--- config.mk ---
export PLATFORM = sky130hd
export DESIGN_NAME = address_sort_and_prefix_filter_unit
export DESIGN_NICKNAME = d
export VERILOG_FILES = /design/src/rtl/core/aspf_pkg.sv /design/src/rtl/core/aspf_ram.sv /design/src/rtl/core/address_sort_and_prefix_filter_unit.sv
export SDC_FILE = /design/constraint.sdc
export NUM_CORES = 2
export LEC_CHECK = 0
export ABC_AREA = 1
export BUFFER_PORTS_ARGS = -buffer_cell sky130_fd_sc_hd__buf_2
export CORE_MARGIN = 2
export CORE_UTILIZATION = 36
export DETAILED_ROUTE_END_ITERATION = 16
export GPL_TIMING_DRIVEN = 0
export HOLD_SLACK_MARGIN = 0.12
export SETUP_SLACK_MARGIN = 0.15
export SYNTH_ARGS = -nofsm -noshare
export SYNTH_HDL_FRONTEND = slang
export SYNTH_SLANG_ARGS = --single-unit
--- constraint.sdc ---
create_clock -name clk -period 7.3 [get_ports clk]
set_clock_uncertainty 0.1 [all_clocks]
set_input_delay 0 -clock clk [delete_from_list [all_inputs] [get_ports clk]]
set_output_delay 0 -clock clk [all_outputs]
set_load 0.02 [all_outputs]
--- src/rtl/core/aspf_pkg.sv ---
`timescale 1ns / 1ps
`default_nettype none

package aspf_pkg;

  typedef enum logic [1:0] {
    OP_CLEAR = 2'd0,
    OP_LOAD  = 2'd1,
    OP_EMIT  = 2'd2,
    OP_NONE  = 2'd3
  } aspf_op_t;

  typedef enum logic [1:0] {
    LIST_ALL   = 2'd0,
    LIST_FIRST = 2'd1,
    LIST_PAIR  = 2'd2,
    LIST_ANY   = 2'd3
  } aspf_list_t;

  typedef enum logic [1:0] {
    REG_FIRST_OCTET_MATCH = 2'd0,
    REG_PAIR_FIRST_OCTET  = 2'd1,
    REG_PAIR_SECOND_OCTET = 2'd2,
    REG_ANY_OCTET_MATCH   = 2'd3
  } aspf_reg_t;

  typedef enum logic [2:0] {
    ST_IDLE,
    ST_INSERT,
    ST_INSERT_HEAD,
    ST_EMIT,
    ST_FLUSH
  } aspf_state_t;

  localparam int unsigned ADDR_W  = 32;
  localparam int unsigned OCTET_W = 8;

  localparam logic [OCTET_W-1:0] FIRST_OCTET_RST = 8'd1;
  localparam logic [OCTET_W-1:0] PAIR_FIRST_RST  = 8'd46;
  localparam logic [OCTET_W-1:0] PAIR_SECOND_RST = 8'd70;
  localparam logic [OCTET_W-1:0] ANY_OCTET_RST   = 8'd46;

  typedef struct packed {
    logic [OCTET_W-1:0] first_octet_match;
    logic [OCTET_W-1:0] pair_first_octet;
    logic [OCTET_W-1:0] pair_second_octet;
    logic [OCTET_W-1:0] any_octet_match;
  } aspf_cfg_t;

  // list membership of one stored address
  function automatic logic aspf_selected(input logic [ADDR_W-1:0] a,
                                         input logic [1:0] sel,
                                         input aspf_cfg_t cfg);
    logic [OCTET_W-1:0] o0;
    logic [OCTET_W-1:0] o1;
    logic [OCTET_W-1:0] o2;
    logic [OCTET_W-1:0] o3;
    logic               res;
    o0 = a[31:24];
    o1 = a[23:16];
    o2 = a[15:8];
    o3 = a[7:0];
    case (aspf_list_t'(sel))
      LIST_ALL:   res = 1'b1;
      LIST_FIRST: res = (o0 == cfg.first_octet_match);
      LIST_PAIR:  res = (o0 == cfg.pair_first_octet) && (o1 == cfg.pair_second_octet);
      LIST_ANY:   res = (o0 == cfg.any_octet_match) || (o1 == cfg.any_octet_match) ||
                        (o2 == cfg.any_octet_match) || (o3 == cfg.any_octet_match);
      default:    res = 1'b0;
    endcase
    return res;
  endfunction

endpackage

`default_nettype wire

--- src/rtl/core/aspf_ram.sv ---
`timescale 1ns / 1ps
`default_nettype none

module aspf_ram #(
  parameter int unsigned WIDTH = 32,
  parameter int unsigned DEPTH = 64
) (
  input  wire logic                     clk,
  input  wire logic                     we,
  input  wire logic [$clog2(DEPTH)-1:0] waddr,
  input  wire logic [WIDTH-1:0]         wdata,
  input  wire logic                     re,
  input  wire logic [$clog2(DEPTH)-1:0] raddr,
  output logic      [WIDTH-1:0]         rdata
);

  logic [WIDTH-1:0] mem [DEPTH];

  always_ff @(posedge clk) begin
    if (we) begin
      mem[waddr] <= wdata;
    end
    // read register holds while re is low
    if (re) begin
      rdata <= mem[raddr];
    end
  end

endmodule

`default_nettype wire

--- src/rtl/core/address_sort_and_prefix_filter_unit.sv ---
`timescale 1ns / 1ps
`default_nettype none

// Sorted IPv4 address store with octet-match list output. Addresses (first
// octet in bits 31:24) are kept in one single-port-write, registered-read RAM
// in descending unsigned order; duplicates are kept. A load request into a
// non-empty store walks it from its smallest entry upward, moving each smaller
// entry one slot down per cycle, and the input stays busy until the new
// address is written; a load into an empty store writes the head in its
// accept cycle, and a load into a full store is dropped in its accept cycle
// and sets the sticky overflow flag. A clear request empties the store and
// clears that flag. An emit request reads one RAM entry per cycle while the
// filter path is not stalled and keeps the input busy until its final result
// is in the output register; each result is held back one match so that last
// can be flagged, and an empty list gives one result with empty_res set and
// address zero. The read-to-filter path stalls only when a new match has to
// push the held one out while the output register is still full. Requests
// are taken one at a time (in_ready is high only when idle), but the output
// register decouples the sides: the next request is taken while the final
// result of an emit still waits. Configuration registers are written through
// cfg_we/cfg_index/cfg_wdata and must only change while the unit is idle.
module address_sort_and_prefix_filter_unit #(
  parameter int unsigned CAPACITY = 64
) (
  input  wire logic        clk,
  input  wire logic        rst,
  // configuration
  input  wire logic        cfg_we,
  input  wire logic [1:0]  cfg_index,
  input  wire logic [7:0]  cfg_wdata,
  // request channel
  input  wire logic        in_valid,
  output logic             in_ready,
  input  wire logic [1:0]  op,
  input  wire logic [31:0] address,
  input  wire logic [1:0]  list_select,
  // result channel
  output logic             out_valid,
  input  wire logic        out_ready,
  output logic [31:0]      out_address,
  output logic [1:0]       out_list,
  output logic             last,
  output logic             empty_res,
  output logic             overflow
);

  import aspf_pkg::*;

  localparam int unsigned IW = (CAPACITY > 1) ? $clog2(CAPACITY) : 1;
  localparam int unsigned CW = $clog2(CAPACITY + 1);
  localparam logic [CW-1:0] CAP_C = CW'(CAPACITY);

  aspf_state_t state, state_next;
  aspf_cfg_t   cfg;

  logic [CW-1:0]     count;
  logic              dropped;
  logic [ADDR_W-1:0] ins_addr;
  logic [IW-1:0]     idx;       // entry being compared during insert
  logic [CW-1:0]     rd_idx;    // next entry to read during emit
  logic              rd_vld;    // ram read register holds an entry to filter
  logic [1:0]        sel_reg;
  logic              pend_vld;  // one match held back for last detection
  logic [ADDR_W-1:0] pend_addr;

  // ram port
  logic              ram_we;
  logic [IW-1:0]     ram_waddr;
  logic [ADDR_W-1:0] ram_wdata;
  logic              ram_re;
  logic [IW-1:0]     ram_raddr;
  logic [ADDR_W-1:0] ram_rdata;

  logic in_fire;
  logic out_free;
  logic hit;
  logic stall;
  logic push_mid;   // held match goes out, not last
  logic push_end;   // final result of the emit
  logic shift_down; // stored entry is smaller than the one being inserted

  aspf_ram #(
    .WIDTH(ADDR_W),
    .DEPTH(CAPACITY)
  ) u_store (
    .clk  (clk),
    .we   (ram_we),
    .waddr(ram_waddr),
    .wdata(ram_wdata),
    .re   (ram_re),
    .raddr(ram_raddr),
    .rdata(ram_rdata)
  );

  assign in_ready   = (state == ST_IDLE);
  assign in_fire    = in_valid && in_ready;
  assign out_free   = !out_valid || out_ready;
  assign hit        = aspf_selected(ram_rdata, sel_reg, cfg);
  assign stall      = (state == ST_EMIT) && rd_vld && hit && pend_vld && !out_free;
  assign push_mid   = (state == ST_EMIT) && rd_vld && hit && pend_vld && out_free;
  assign push_end   = (state == ST_FLUSH) && out_free;
  assign shift_down = (ram_rdata < ins_addr);

  // configuration registers
  always_ff @(posedge clk) begin
    if (rst) begin
      cfg.first_octet_match <= FIRST_OCTET_RST;
      cfg.pair_first_octet  <= PAIR_FIRST_RST;
      cfg.pair_second_octet <= PAIR_SECOND_RST;
      cfg.any_octet_match   <= ANY_OCTET_RST;
    end else if (cfg_we) begin
      case (aspf_reg_t'(cfg_index))
        REG_FIRST_OCTET_MATCH: cfg.first_octet_match <= cfg_wdata;
        REG_PAIR_FIRST_OCTET:  cfg.pair_first_octet  <= cfg_wdata;
        REG_PAIR_SECOND_OCTET: cfg.pair_second_octet <= cfg_wdata;
        REG_ANY_OCTET_MATCH:   cfg.any_octet_match   <= cfg_wdata;
        default: ;
      endcase
    end
  end

  // next state and ram access
  always_comb begin
    state_next = state;
    ram_we     = 1'b0;
    ram_waddr  = '0;
    ram_wdata  = ins_addr;
    ram_re     = 1'b0;
    ram_raddr  = '0;
    case (state)
      ST_IDLE: begin
        if (in_fire) begin
          case (aspf_op_t'(op))
            OP_LOAD: begin
              if (count == '0) begin
                // empty store: write straight to the head
                ram_we    = 1'b1;
                ram_wdata = address;
              end else if (count != CAP_C) begin
                // start at the smallest entry
                ram_re     = 1'b1;
                ram_raddr  = IW'(count - CW'(1));
                state_next = ST_INSERT;
              end
            end
            OP_EMIT: state_next = ST_EMIT;
            default: ;
          endcase
        end
      end
      ST_INSERT: begin
        ram_we    = 1'b1;
        ram_waddr = idx + IW'(1);
        if (shift_down) begin
          ram_wdata = ram_rdata;
          if (idx == '0) begin
            state_next = ST_INSERT_HEAD;
          end else begin
            ram_re    = 1'b1;
            ram_raddr = idx - IW'(1);
          end
        end else begin
          ram_wdata  = ins_addr;
          state_next = ST_IDLE;
        end
      end
      ST_INSERT_HEAD: begin
        ram_we     = 1'b1;
        ram_waddr  = '0;
        ram_wdata  = ins_addr;
        state_next = ST_IDLE;
      end
      ST_EMIT: begin
        ram_re    = (rd_idx != count) && !stall;
        ram_raddr = rd_idx[IW-1:0];
        if (rd_idx == count && !rd_vld) begin
          state_next = ST_FLUSH;
        end
      end
      ST_FLUSH: begin
        if (out_free) begin
          state_next = ST_IDLE;
        end
      end
      default: state_next = ST_IDLE;
    endcase
  end

  always_ff @(posedge clk) begin
    if (rst) begin
      state <= ST_IDLE;
    end else begin
      state <= state_next;
    end
  end

  // store bookkeeping
  always_ff @(posedge clk) begin
    if (rst) begin
      count   <= '0;
      dropped <= 1'b0;
    end else begin
      if (in_fire && aspf_op_t'(op) == OP_CLEAR) begin
        count   <= '0;
        dropped <= 1'b0;
      end else if (in_fire && aspf_op_t'(op) == OP_LOAD && count == CAP_C) begin
        dropped <= 1'b1;
      end else if (in_fire && aspf_op_t'(op) == OP_LOAD && count == '0) begin
        count <= count + CW'(1);
      end else if (state == ST_INSERT && !shift_down) begin
        count <= count + CW'(1);
      end else if (state == ST_INSERT_HEAD) begin
        count <= count + CW'(1);
      end
    end
  end

  // insert walk
  always_ff @(posedge clk) begin
    if (in_fire) begin
      ins_addr <= address;
      idx      <= IW'(count - CW'(1));
      sel_reg  <= list_select;
    end else if (state == ST_INSERT && shift_down && idx != '0) begin
      idx <= idx - IW'(1);
    end
  end

  // emit walk and held-back match
  always_ff @(posedge clk) begin
    if (rst) begin
      rd_vld   <= 1'b0;
      pend_vld <= 1'b0;
      rd_idx   <= '0;
    end else begin
      if (in_fire) begin
        rd_idx   <= '0;
        rd_vld   <= 1'b0;
        pend_vld <= 1'b0;
      end else if (state == ST_EMIT) begin
        if (!stall) begin
          rd_vld <= ram_re;
          if (ram_re) begin
            rd_idx <= rd_idx + CW'(1);
          end
          if (rd_vld && hit) begin
            pend_vld  <= 1'b1;
            pend_addr <= ram_rdata;
          end
        end
      end else if (push_end) begin
        pend_vld <= 1'b0;
      end
    end
  end

  // output register
  always_ff @(posedge clk) begin
    if (rst) begin
      out_valid <= 1'b0;
    end else if (push_mid || push_end) begin
      out_valid <= 1'b1;
    end else if (out_ready) begin
      out_valid <= 1'b0;
    end
  end

  always_ff @(posedge clk) begin
    if (push_mid || push_end) begin
      out_address <= pend_vld ? pend_addr : '0;
      out_list    <= sel_reg;
      last        <= push_end;
      empty_res   <= push_end && !pend_vld;
      overflow    <= dropped;
    end
  end

  // store never holds more than its capacity
  assert property (@(posedge clk) disable iff (rst) count <= CAP_C)
    else $error("entry count above capacity");

  // a stall only happens while a result is waiting in the output register
  assert property (@(posedge clk) disable iff (rst) stall |-> out_valid)
    else $error("emit stalled with free output register");

  // no read or held match survives back to idle
  assert property (@(posedge clk) disable iff (rst)
    (state == ST_IDLE) |-> (!rd_vld && !pend_vld))
    else $error("emit state left behind at idle");

  // a load into a full store leaves the count alone and raises overflow
  assert property (@(posedge clk) disable iff (rst)
    (in_fire && aspf_op_t'(op) == OP_LOAD && count == CAP_C) |=> (dropped && $stable(count)))
    else $error("dropped load changed the store");

endmodule

`default_nettype wire
# Yosys cells after proc, flatten, opt, wreduce, memory -nomap -nowiden
# Memory sizes are Yosys's and may differ from the RTL's. A register that Yosys moved wholly into a read port is not among the register bits.
# Cells that the tools add are included.
[totals]
regBits = 162
ram_bits = 2048
in_bits = 51
output_inout_bits = 39
elab_cells = 164
memories = 1
[mem_list]
columns = ["name", "depth", "word_bits", "rd", "rd_clocked_by_memory_dff", "wr", "line_no", "text"]
rows = [
  ["u_store.mem", 64, 32, 1, 1, 1, "aspf_ram.sv:17", "logic [WIDTH-1:0] mem [DEPTH];"],
]
[op_classes]
n_addsub = 5
magnitude_cmp = 1
eq_ne = 32
mux = 47
n_bitwise = 4
n_reduce_logical = 54
[ops]
columns = ["cell", "count"]
rows = [
  ["$mux W32", 4],
  ["$pmux W32 S2", 1],
  ["$eq A8 B8 Y1", 7],
  ["$mux W6", 9],
  ["$lt A32 B32 Y1", 1],
  ["$mux W3", 7],
  ["$mux W7", 3],
  ["$logic_and A1 B1 Y1", 19],
  ["$pmux W6 S3", 1],
  ["$mux W1", 17],
  ["$add A7 B1 Y7 const B", 2],
  ["$pmux W3 S4", 1],
  ["$reduce_and A2 Y1", 6],
  ["$sub A6 B1 Y6 const B", 2],
  ["$eq A2 B2 Y1 const B", 5],
  ["$ne A3 B3 Y1 const B", 3],
  ["$eq A7 B7 Y1", 1],
  ["$eq A7 B7 Y1 const B", 1],
  ["$logic_not A7 Y1", 1],
  ["$ne A7 B7 Y1", 1],
  ["$ne A7 B7 Y1 const B", 1],
  ["$reduce_and A7 Y1", 1],
  ["$add A6 B1 Y6 const B", 1],
  ["$eq A2 B1 Y1 const B", 3],
  ["22 further kinds", 45],
]

# Depth between registers and ports, before layout
[logic_depth]
word_depth = 12
depth_mapped = 25
ltp_nobuf = 23

# By module
# Synthesis repeated with hierarchy kept, for this count alone.
[hier_totals]
cells_unflattened = 7907
hier_area_um2 = 92167.1
[by_module_without_submodules]
columns = ["mod", "n_inst", "cells_each", "area_each_um2", "seq_area_each_um2"]
rows = [
  ["aspf_ram", 1, 6791, 83085.9, 62459.9],
  ["address_sort_and_prefix_filter_unit", 1, 1116, 9081.2, 4334.2],
]

# Worst setup path after synthesis
# OpenSTA, ideal clock, no wires.
[synth_path]
path_kind = "register to register"
start = "register u_store.rdata[31], read port of u_store.mem"
end = "memory u_store.mem[0][19], data pin"
setup_ns = 0.702
arrival_time_ns = 4.502
required_time_ns = 6.498
setup_slack_ns = 1.996
stages_incl_launch_ff = 13
path_buffers = 1
synth_period_minus_slack_ns = 5.304
cell_sequence = "edfxtp_1 > ha_1 > nand2_1 > nor2_1 > nand4_1 > a21oi_1 > nor2_1 > and2_1 > buf_2 > or2_2 > inv_1 > nor2_1 > o21ai_0"
[synth_via]
elab_chain_len = 3
[synth_lines]
columns = ["element", "line_no", "text"]
rows = [
  ["start, declared", "aspf_ram.sv:14", "output logic [WIDTH-1:0] rdata"],
  ["$lt A32 B32 Y1", "address_sort_and_prefix_filter_unit.sv:102", "assign shift_down = (ram_rdata < ins_addr);"],
  ["$mux W32", "address_sort_and_prefix_filter_unit.sv:154", "if (shift_down) begin"],
  ["$pmux W32 S2", "address_sort_and_prefix_filter_unit.sv:130", "case (state)"],
  ["net ram_wdata[19]", "address_sort_and_prefix_filter_unit.sv:69", "logic [ADDR_W-1:0] ram_wdata;"],
  ["end, declared", "aspf_ram.sv:17", ""],
]
# The timed path passes the listed nets, and every way through them passes these cells.

# Worst setup path in the final report
[layout_path]
start = "register u_store.rdata[15], read port of u_store.mem"
end = "register u_store.rdata[25], read port of u_store.mem, data pin"
[layout_via]
elab_chain_len = 10
word_cells_on_any_way = 14
cone_classes = "order compare: 1; eq/ne: 1; mux: 5; reduce/logical: 7"
[layout_lines]
columns = ["element"]
rows = [
  ["parallel branches: the longest is 10 deep, another holds $lt A32 B32 Y1"],
]
# Parallel ways; which one is timed is not known.
# A chain may end at the register's enable or synchronous reset.

==> reports/results.ini <==
[cells_and_area]
utilization = 0.429
fin_area_um2 = 112000
num-fill-cells = 24200
area_delta_synth_final_pct = 18.8
final_nets = 8909
regMostFlops = u_store.mem
drive_gt1_frac = 0.102
largest_register_ffs = 2048

[sta]
fin_crit_ns = 6.35
timing.final.crit_share = 0.870
max_freq_mhz = 157
setup_slack_ns = 0.947
final-setup-viol-count = 0
max-slew-margin-rel = 0.0201
hold_viol = 0
max_slew.worst_pin.slew_ns = 1.47
rsz0062_at_grt = false
maxSlewViolCount = 0

[logic_synthesis]
syn_avg_cell_area_um2 = 11.5
async_flop_share = 0
netlist_top_cells_area = edfxtp_1 70%, nand3_1 14%, nand2_1 7.4%, inv_1 1.5%, buf_2 1.3%
synth-warning-count = 0
synth.top_cell.area_share = 0.696
synthFlopType = edfxtp_1
syn_inst = 8226
synth-seq-area-share = 0.707
netlist_area_um2 = 94400
syn-num-nets = 8314
ys_ff_latch = 2242
synth-edff-count = 2189
synth_top_area_cell = edfxtp_1
ys_types = 42

[clock_network]
cts_buffers = 229
hold_buffers = 118
cts_setup_buffers = 0
cts_max_path_buffers = 3
ctsResizeCount = 0
cts.sinks = 2242
cts_tree = done
clock-root-buffer = clkbuf_16
worstSkewPairLatency_ns = 0.91
clkTransAtPathRegs_ns = 0.06
htree_levels = 4

[die]
core_um2 = 262000
dieHeight_um = 516
die_w_um = 516
fp.dieArea_um2 = 266000
row_count = 188
initial_core_util = 0.361
num_io_pins = 90

[global_route]
antenna_found_initial = 30
grt_pass1_wl_um = 512000
grt-ovfl-total = 0
grtUsageTotal = 0.273
grt_pass1_vias = 66700
grt_max_degree = 39

[worst_setup_path]
crit_chain = ha_1 -> nand2_1 -> inv_1 -> nand3_1 -> a31oi_1 -> nor2_1 -> nand2_1 -> nand2_1 -> nand4_1 -> nand2_1 -> inv_1 -> clkbuf_1 -> clkbuf_1 -> nand3_1 -> nand3_1 -> nand3_1 -> nand2_1 -> nand2_1 -> nand2_1
startpoint = u_store.rdata[15]
r2r_start = u_store.rdata[15]
ff2ff_path_depth = 19
worst_path_most_repeated_cell = nand2_1
rrSetupSlack_ns = 0.95
worst-setup-path-type = reg2reg
slowest_stage = clkbuf_1
worstPathRequired_ns = 7.91
worstReg2RegEnd = u_store.rdata[25]
critPathLaunchType = flop
cp_max_fo = 10
cp_num_buf_inv = 4
slowest_delay_ns = 0.99
end_kind = flop
arrival_ns = 6.96
crit_family = simple AND/OR/NAND/NOR gates

[place]
portBuffers = 89
place_ws_ns = 1.37
dp_hpwl_um = 269000
dpl-instance-area_um2 = 104000
place.gp.congestion = 1.04

[power]
power_leakage_nw = 40.2
irDropWorstVdd_mv = 0.289
p_per_area_nw_per_um2 = 442

[worst_hold_path]
min_path_type = in2reg
worstHoldStart = in_valid
min_path_cells = 7
hold_end = count[2]

[route]
drtPass1Iterations = 6
routed_wl_um = 373000
postRouteAntennaNets = 0
drtIter0Drc = 12300
detail_route.vias_per_cell = 5.76
post-route-drc-count = 0
route.vias.total = 72100
wl_per_cell_um = 29.8

[job]
max_cap_violations = 0

[run_status]
status = finished, final reports clean

worst max path at each step:
stage | cells past startpoint | slack, ns | end
2_1_floorplan | 12 | 2.00 | u_store.mem[0][19]
3_3_place_gp | 14 | -7.03 | u_store.mem[16][19]
3_5_place_dp | 20 | 1.37 | u_store.rdata[29]
4_1_cts | 16 | 1.32 | u_store.mem[12][2]
5_1_grt | 16 | 1.05 | u_store.mem[12][2]
6_report | 19 | 0.95 | u_store.rdata[25]
logic make-up (layout without fill, tap and decap cells):
group,count (synthesis),after routing,share of synthesized area
AO/OA/AOI/OAI,165,165,0.0104
XOR/XNOR,49,49,0.00454
adder cells (fa/ha/maj),37,37,0.00490
buffers and inverters,962,1745,0.0421
flip-flops,2242,2242,0.707
other,0,7,0
AND/OR/NAND/NOR,4771,4771,0.231
stage by stage:
stage / hold slack (ns) / instances / power, mW / setup TNS (ns)
finish: 0.155 / 12500 / 49.6 / 0
global route: 0.193 / 12500 / 50.5 / 0
CTS: 0.121 / 12500 / 48.9 / 0
detailed placement: 0.0820 / 12000 / 37.5 / 0
global placement: 0.0773 / 11800 / 35.5 / -7849.14
floorplan: -0.0309 / 8226 / 26.3 / 0
Yosys cell counts, types with 24 or more instances:
| library cell | count |
|---|---|
| inv_1 | 384 |
| nand3_1 | 2574 |
| edfxtp_1 | 2189 |
| o21ai_0 | 67 |
| dfxtp_1 | 53 |
| a21oi_1 | 45 |
| buf_2 | 236 |
| nand3b_1 | 135 |
| nand4_1 | 28 |
| nor2_1 | 139 |
| clkbuf_1 | 228 |
| ha_1 | 37 |
| xnor2_1 | 24 |
| xor2_1 | 25 |
| nand2_1 | 1856 |
| buf_1 | 89 |
worst reg2reg max path: cells and delay by family (launching register included):
family	cells	cell delay, ns
buffers and inverters	4	2.16
and+or+nand+nor	13	2.46
DFF	1	0.63
AOI/OAI and AO/OA	1	0.42
adders and majority gates	1	0.41
layer usage:
layer	track usage	vias to the layer above	share of wire
met2	0.409	4839	0.44
met3	0.0607	927	0.11
met1	0.366	35800	0.38
met5	0.00469	-	0.00051
met4	0.158	4	0.067
li1	-	30600	-
power by group:
part           total, mW  switching [mW]  internal [mW]
Clock               11.5            5.12           6.42
Combinational       19.5            14.7           4.74
Sequential          18.6           0.419           18.2
Total               49.6            20.3           29.4
final cells by class:
class	count	area, um^2	area share
Antenna cell	7	17.5	0.000156
Buffer	569	2500	0.0223
Clock buffer	294	6040	0.0538
Clock inverter	125	1160	0.0104
Inverter	393	1480	0.0132
Multi-Input combinational cell	5022	24700	0.220
Sequential cell	2242	66800	0.595
Tap cell	3515	4400	0.0392
Timing Repair Buffer	364	5080	0.0453
placed cells by master, fill, tap and decap left out, types with 4 or more instances in the layout:
| cell type | count |
|---|---|
| a21oi_1 | 44 |
| a31oi_1 | 5 |
| buf_1 | 89 |
| buf_12 | 114 |
| buf_16 | 42 |
| buf_2 | 325 |
| buf_4 | 14 |
| bufinv_16 | 17 |
| clkbuf_1 | 290 |
| clkbuf_16 | 232 |
| clkinv_1 | 54 |
| clkinv_2 | 39 |
| clkinv_8 | 5 |
| dfxtp_1 | 53 |
| diode_2 | 7 |
| dlygate4sd3_1 | 118 |
| edfxtp_1 | 2189 |
| ha_1 | 37 |
| inv_1 | 383 |
| inv_2 | 7 |
| nand2_1 | 1855 |
| nand3_1 | 2573 |
| nand3b_1 | 135 |
| nand4_1 | 28 |
| nor2_1 | 75 |
| nor2_4 | 64 |
| nor3_1 | 22 |
| o2111ai_4 | 12 |
| o211ai_1 | 4 |
| o21ai_0 | 63 |
| o21ai_1 | 5 |
| o21ai_4 | 4 |
| o221ai_4 | 16 |
| or2_2 | 4 |
| xnor2_1 | 24 |
| xor2_1 | 25 |
Note: power is estimated with default switching activity, not from simulation.
